**src/design/rsw_pkg.sv**
```systemverilog
// Shared types and constants of the random subsample block.
package rsw_pkg;

  localparam int POP_W = 11;
  localparam int FRAC_W = 17;
  localparam int INDEX_W = 10;
  localparam int WORD_W = 31;
  localparam int CFG_INDEX_W = 1;
  localparam int CFG_DATA_W = 17;
  localparam int EPOCH_W = 8;
  localparam int DIV_CNT_W = 5;
  localparam int DEFAULT_MAX_POPULATION = 1024;

  localparam logic [POP_W-1:0] POP_RESET = 11'd1024;
  localparam logic [FRAC_W-1:0] FRAC_RESET = 17'd65536;

  localparam logic [CFG_INDEX_W-1:0] REG_POPULATION_SIZE = 1'd0;
  localparam logic [CFG_INDEX_W-1:0] REG_SAMPLE_FRACTION = 1'd1;

  localparam logic CMD_START = 1'b0;
  localparam logic CMD_DRAW = 1'b1;

  localparam logic STATUS_OK = 1'b0;
  localparam logic STATUS_EXHAUSTED = 1'b1;

  typedef enum logic [2:0] {
    ST_CLEAR,
    ST_IDLE,
    ST_DIV,
    ST_RD_CUR,
    ST_RD_K,
    ST_WR_K,
    ST_WR_CUR,
    ST_LOAD
  } rsw_state_t;

  typedef struct packed {
    logic clear_step;
    logic start_load;
    logic div_start;
    logic pend_exhausted;
    logic rd_cur;
    logic rd_k;
    logic wr_k;
    logic wr_cur;
    logic load_result;
  } rsw_cmd_t;

  typedef struct packed {
    logic exhausted;
    logic div_done;
    logic clear_last;
    logic epoch_full;
    logic out_busy;
  } rsw_stat_t;

endpackage

```
**src/design/rsw_ctrl.sv**
```systemverilog
// Controller state machine that sequences starts, draws and clearing passes.
module rsw_ctrl (
  input  logic               clk,
  input  logic               rst,
  input  logic               in_valid,
  input  logic               in_command,
  input  rsw_pkg::rsw_stat_t stat,
  output rsw_pkg::rsw_cmd_t  cmd,
  output logic               in_ready
);
  import rsw_pkg::*;

  rsw_state_t state;
  rsw_state_t state_next;
  logic       accept;

  assign accept = (state == ST_IDLE) && in_valid;

  always_ff @(posedge clk) begin
    if (rst) begin
      state <= ST_CLEAR;
    end else begin
      state <= state_next;
    end
  end

  always_comb begin
    state_next = state;
    case (state)
      ST_CLEAR: begin
        if (stat.clear_last) state_next = ST_IDLE;
      end
      ST_IDLE: begin
        if (accept) begin
          if (in_command == CMD_START) begin
            state_next = stat.epoch_full ? ST_CLEAR : ST_IDLE;
          end else begin
            state_next = stat.exhausted ? ST_LOAD : ST_DIV;
          end
        end
      end
      ST_DIV: begin
        if (stat.div_done) state_next = ST_RD_CUR;
      end
      ST_RD_CUR: state_next = ST_RD_K;
      ST_RD_K: state_next = ST_WR_K;
      ST_WR_K: state_next = ST_WR_CUR;
      ST_WR_CUR: state_next = ST_LOAD;
      ST_LOAD: begin
        if (!stat.out_busy) state_next = ST_IDLE;
      end
      default: state_next = ST_CLEAR;
    endcase
  end

  always_comb begin
    cmd = '0;
    in_ready = 1'b0;
    case (state)
      ST_CLEAR: cmd.clear_step = 1'b1;
      ST_IDLE: begin
        in_ready = 1'b1;
        cmd.start_load = accept && (in_command == CMD_START);
        cmd.div_start = accept && (in_command == CMD_DRAW) && !stat.exhausted;
        cmd.pend_exhausted = accept && (in_command == CMD_DRAW) && stat.exhausted;
      end
      ST_DIV: ;
      ST_RD_CUR: cmd.rd_cur = 1'b1;
      ST_RD_K: cmd.rd_k = 1'b1;
      ST_WR_K: cmd.wr_k = 1'b1;
      ST_WR_CUR: cmd.wr_cur = 1'b1;
      ST_LOAD: cmd.load_result = !stat.out_busy;
      default: cmd = '0;
    endcase
  end

endmodule

```
**config.mk**
```make
export PLATFORM = sky130hd
export DESIGN_NAME = rsw_ctrl
export DESIGN_NICKNAME = d
export VERILOG_FILES = /design/src/design/rsw_pkg.sv /design/src/design/rsw_ctrl.sv
export SDC_FILE = /design/constraint.sdc
export NUM_CORES = 1
export LEC_CHECK = 0
export ABC_AREA = 1
export BUFFER_PORTS_ARGS = -buffer_cell sky130_fd_sc_hd__buf_2
export CAP_MARGIN = 20
export CORE_UTILIZATION = 25
export DETAILED_ROUTE_END_ITERATION = 7
export RECOVER_POWER = 25
export SETUP_SLACK_MARGIN = 0.4
export SYNTH_ARGS = -nofsm -noshare
export SYNTH_HDL_FRONTEND = slang
export SYNTH_SLANG_ARGS = --single-unit
```
**constraint.sdc**
```tcl
create_clock -name clk -period 1.82 [get_ports clk]
set_clock_uncertainty 0.05 [all_clocks]
set_input_delay 0.273 -clock clk [delete_from_list [all_inputs] [get_ports clk]]
set_output_delay 0.273 -clock clk [all_outputs]
set_load 0.02 [all_outputs]
```
==> results of run 1 <==
## per-stage QoR
step	power (mW)	util	instances	cell area, µm²	hold slack [ns]
after floorplan	0.321	-	62	364	0.285
after global placement	0.352	0.329	92	439	0.421
after detailed placement	0.355	0.329	92	439	0.419
after CTS	0.602	0.466	112	622	0.169
after global routing	0.671	0.488	113	651	0.178
final	0.623	0.488	113	651	0.180
## timing repair
action                                  in CTS  in global routing
gates resized for setup                     14                  9
endpoints found under the setup margin       9                 10
pin swaps                                    4                  3
setup buffers                               16                  1
## area by class of cell
| cell class | count | area share |
|---|---|---|
| inverter | 12 | 0.0808 |
| tap | 15 | 0.0288 |
| timing repair buffer | 35 | 0.367 |
| clock buffer | 4 | 0.0404 |
| multi-input combinational | 44 | 0.379 |
| sequential | 3 | 0.104 |
## power groups by stage
stage	sequential (mW)	combinational [mW]	clock [mW]
4_1_cts	0.118	0.362	0.122
2_1_floorplan	0.0856	0.236	0
3_3_place_gp	0.120	0.232	0
6_report	0.116	0.390	0.117
5_1_grt	0.119	0.424	0.128
3_5_place_dp	0.122	0.233	0
## cell families (layout without fill, tap and decap cells)
group | after synthesis | after routing | share of synthesized area
AOI/OAI and AO/OA | 5 | 5 | 0.0790
buffers and inverters | 15 | 51 | 0.230
DFF | 3 | 3 | 0.165
and+or+nand+nor | 39 | 39 | 0.526
## worst min-delay path by stage
stage | startpoint | end | slack [ns] | depth (start not counted)
after floorplan | rst | state[1] | 0.29 | 1
after global placement | rst | state[1] | 0.42 | 2
after detailed placement | rst | state[1] | 0.42 | 2
after CTS | rst | state[1] | 0.17 | 2
after global routing | rst | state[1] | 0.18 | 2
final | rst | state[2] | 0.18 | 2
## routing by layer
layer / global-route usage / vias up / wire, µm
li1: - / 264 / -
met1: 0.177 / 235 / 465
met5: 0 / - / 0
met3: 0.0222 / 0 / 61
met4: 0.0517 / 0 / 0
met2: 0.331 / 14 / 637
## layout by cell type, fill, tap and decap left out, types with 3 or more instances in the layout
cell type,instances
nand3_1,4
nand2_1,10
nor2_1,9
nand2_2,3
inv_1,8
nor2_2,4
buf_2,8
nand4_1,3
inv_4,3
buf_4,26
clkbuf_4,3
## worst max-delay path, cell delays in order (launching register included)
cell     delay [ns]
dfxtp_1        0.50
buf_4          0.18
nand3_1        0.09
nor2_1         0.11
buf_4          0.15
==> key figures, run 1 <==
GRT
  – Number of global-route vias before repair: 465
  – Initial antenna violation count: 0
  – First-pass GRT wire length: 1830 µm
  – Gr ovfl total: 0
  – Largest net degree at the start of global routing: 8
  – Total GRT Usage: 0.167

Critical path
  – Critical path type: reg2out
  – Critical path required time: 1.50 ns
  – Setup crit end: cmd[0]
  – Worst R2R End: state[0]
  – Worst Setup SP: state[0]
  – CP Data Arrival Time: 1.26 ns
  – Reg-to-reg slack, setup: 0.33 ns
  – Worst setup SP type: register
  – Reg2reg path depth: 9
  – Worst R2R Start: state[0]
  – Crit. End Element: output port
  – Critical path peak fanout: 5

Floorplan
  – Io pins: 19
  – Die ar.: 0.00161 mm²
  – Initial Utilization: 0.273
  – Core ar.: 0.00133 mm²
  – Rows: 13
  – Die height: 40.2 µm
  – Die width: 40.2 µm

STA
  – Worst slew margin: 0.784
  – Final hold viol count: 0
  – Total negative slack: 0 ns
  – Achievable Freq: 630 MHz
  – Worst setup margin: 0.233 ns
  – Crit share post-route: 0.872
  – Period minus WS final: 1.59 ns
  – Final setup vio count: 0
  – Least-Margin Pin Slew: 0.324 ns
  – RSZ-0062 raised after global routing: true
  – Slew Limit Fails: 0

Place
  – Dpl ws: 0.408 ns
  – Buffers on Ports: 18
  – Gpl congestion: 0.785
  – DP Wirelength: 637 µm

Synthesis
  – Most frequent cell after synthesis: nand2_1
  – Synthesis warning total: 0
  – Synth top cells by count: 11 x nand2_1, 10 x nor2_1, 8 x inv_1
  – Top FF cell, synth: dfxtp_1
  – Post-synth EDFFs: 0
  – Asr flop ratio synth: 0
  – Cell area after synthesis: 364 µm²
  – Post-Syn Nets: 71
  – Synth area leaders: dfxtp_1 16%, nand2_1 11%, nor2_1 10%, buf_6 9.3%, inv_1 8.2%
  – Area leader, netlist: dfxtp_1
  – Syn Inst Count: 62
  – Sequential share of the synthesized area: 0.165
  – Synth cell types: 18
  – Flops & latches, synth: 3
  – Avg Cell Area, Syn: 5.87 µm²
  – Synth top area share: 0.165

Detailed routing
  – Via count: 513
  – Via/cell ratio: 4.54
  – Router iterations before antenna repair: 4
  – Initial detailed-routing violation count: 6
  – DRT antenna net count: 0
  – Post-DR wirelength/cell: 10.3 µm
  – Post-Route WL: 1160 µm
  – Residual DRC: 0

Flow run
  – Max-Cap Viols: 0

Layout
  – P&R area growth vs syn: 78.7%
  – Multi-input logic area: 246 µm²
  – Final #Nets: 108
  – FF/Latch Area: 67.6 µm²
  – Most flop-heavy register: state
  – Layout cells sized above 1: 0.571
  – # diodes: 0
  – Number of flip-flops in the largest register: 3
  – Top Registers: state x3
  – Fill cell count: 151

CTS
  – CTS Buffer Depth: 2
  – Worst-path clk slew: 0.04 ns
  – Clk Latency, worst-skew pair: 0.23 ns
  – CTS tree: done
  – Clock sinks: 3
  – Htree depth: 1
  – CTS Hold Buffers Added: 0
  – Root buffer cell: clkbuf_4
  – Clock buffers created by TritonCTS: 3

Power
  – Net Sw Frac: 0.438
  – Power density over cell area: 958 mW/mm²
  – Flop pwr share: 0.186
  – Switch Pwr: 0.273 mW
  – Peak VDD IR: 0.000421 V
  – Comb pwr share: 0.626
  – Share of total power in the clock network: 0.188
  – Leak: 0.366 nW
  – Cell-internal power: 0.350 mW

Outcome
  – Status: finished, final reports clean

Hold path
  – Min-delay worst type: in2reg
No activity file was read; power rests on OpenSTA's default activity.
==> run 2: changes to the inputs <==
- CTS_CLUSTER_DIAMETER: unset -> 40
- PLACE_DENSITY: unset -> 0.57
==> run 2 against run 1 <==
- maximum frequency decreased by 2.6%
- clock power about the same
- cell count decreased by 0.88%
- highest routed layer unchanged
- critical endpoint unchanged
- critical path type unchanged
- sequential cell count unchanged
- register-to-register slack improved by 0.02 ns
==> key figures, run 2 (same netlist as run 1, synthesis figures left out) <==
Outcome
  – Status: finished, final reports clean

Floorplan
  – Die ar.: 0.00161 mm²
  – Core ar.: 0.00133 mm²
  – Rows: 13
  – Initial Utilization: 0.273
  – Die width: 40.2 µm
  – Io pins: 19
  – Die height: 40.2 µm

STA
  – Slew Limit Fails: 0
  – RSZ-0062 raised after global routing: true
  – Achievable Freq: 614 MHz
  – Period minus WS final: 1.63 ns
  – Final hold viol count: 0
  – Worst slew margin: 0.801
  – Crit share post-route: 0.895
  – Total negative slack: 0 ns
  – Least-Margin Pin Slew: 0.298 ns
  – Final setup vio count: 0

Hold path
  – Hold path cells: 2
  – Worst Hold Path EP: state[1]
  – Hold Crit Start: rst
  – Min-delay worst type: in2reg

Critical path
  – Crit. End Element: output port
  – Delay of the slowest critical-path stage: 0.48 ns
  – CP Cell Sequence: buf_4, nand3_1, nor2_1, buf_4
  – CP Data Arrival Time: 1.31 ns
  – Worst setup SP type: register
  – Slowest stage cell, crit path: dfxtp_1
  – Worst R2R Start: state[0]
  – Worst R2R End: state[0]
  – Reg2reg path depth: 9
  – Worst path buffer plus inverter count: 2
  – Critical path type: reg2out
  – Reg-to-reg slack, setup: 0.35 ns
  – Worst path most repeated cell: buf_4
  – Crit-path leading delay family: flip-flops
  – Critical path required time: 1.50 ns
  – Critical path peak fanout: 5

Detailed routing
  – Post-Route WL: 1100 µm
  – Residual DRC: 0
  – DRT antenna net count: 0
  – Via count: 512
  – Router iterations before antenna repair: 4
  – Post-DR wirelength/cell: 9.82 µm
  – Initial detailed-routing violation count: 6
  – Via/cell ratio: 4.57

CTS
  – Clk Latency, worst-skew pair: 0.23 ns
  – Root buffer cell: clkbuf_4
  – CTS Buffer Depth: 2
  – Clock buffers created by TritonCTS: 3
  – CTS tree: done
  – Clock sinks: 3
  – CTS Hold Buffers Added: 0
  – Htree depth: 1
  – Worst-path clk slew: 0.04 ns

Layout
  – Commonest cells after routing, fill and taps aside: 21 x buf_4, 10 x nand2_1, 10 x buf_2
  – Finished Core Util: 0.492
  – Most flop-heavy register: state
  – Fill cell count: 154
  – Layout cells sized above 1: 0.598
  – P&R area growth vs syn: 80.1%
  – Final Cell Area: 656 µm²
  – Top Registers: state x3
  – Most common cell after layout, fill and taps aside: buf_4
  – # diodes: 0
  – Multi-input logic area: 256 µm²
  – Number of flip-flops in the largest register: 3
  – FF/Latch Area: 67.6 µm²
  – Final #Nets: 107

GRT
  – Gr ovfl total: 0
  – Total GRT Usage: 0.147
  – Initial antenna violation count: 0
  – Number of global-route vias before repair: 394
  – Largest net degree at the start of global routing: 9
  – First-pass GRT wire length: 1600 µm

Power
  – Net Sw Frac: 0.432
  – Peak VDD IR: 0.000367 V
  – Power density over cell area: 989 mW/mm²
  – Leak: 0.365 nW
  – Flop pwr share: 0.176
  – Comb pwr share: 0.643
  – Cell-internal power: 0.369 mW
  – Switch Pwr: 0.280 mW
  – Share of total power in the clock network: 0.181

Place
  – DP Wirelength: 662 µm
  – Buffers on Ports: 18
  – Dpl cell area: 439 µm²
  – Gpl congestion: 0.783

Flow run
  – Max-Cap Viols: 0
-- run 2: timing repair --
action                                  in CTS  in global routing
gates resized for setup                     13                 14
pin swaps                                    0                  5
endpoints found under the setup margin       9                  9
buffers inserted                            10                  6
-- run 2: how the worst max path moves through the flow --
stage	slack, ns	start	to	cells past startpoint
final	0.19	state[0]	cmd[0]	4
after global routing	0.14	state[0]	cmd[0]	4
after CTS	0.39	state[2]	cmd[8]	3
after detailed placement	0.41	state[0]	cmd[5]	5
after global placement	0.42	state[0]	cmd[5]	5
after floorplan	0.40	state[2]	cmd[6]	6
-- run 2: area by class of cell --
type / instances / area share
timing repair buffer: 34 / 0.357
tap: 15 / 0.0286
multi-input combinational: 44 / 0.391
inverter: 12 / 0.0802
sequential: 3 / 0.103
clock buffer: 4 / 0.0401
-- run 2: layer usage --
layer | wire length [µm] | track usage
met1 | 450 | 0.171
met2 | 603 | 0.282
met3 | 46 | 0
met4 | 0 | 0.0517
met5 | 0 | 0
-- run 2: power groups by stage --
stage	sequential, mW	combinational, mW	clock [mW]
2_1_floorplan	0.0856	0.236	0
3_3_place_gp	0.121	0.233	0
3_5_place_dp	0.122	0.234	0
4_1_cts	0.117	0.318	0.123
5_1_grt	0.116	0.455	0.131
6_report	0.114	0.417	0.117
-- run 2: per-stage QoR --
step | instances | total power [mW] | hold WS [ns] | setup WS (ns)
finish | 112 | 0.649 | 0.173 | 0.190
global route | 112 | 0.702 | 0.163 | 0.138
CTS | 106 | 0.558 | 0.168 | 0.389
detailed placement | 92 | 0.356 | 0.419 | 0.407
global placement | 92 | 0.354 | 0.420 | 0.419
floorplan | 62 | 0.321 | 0.285 | 0.395
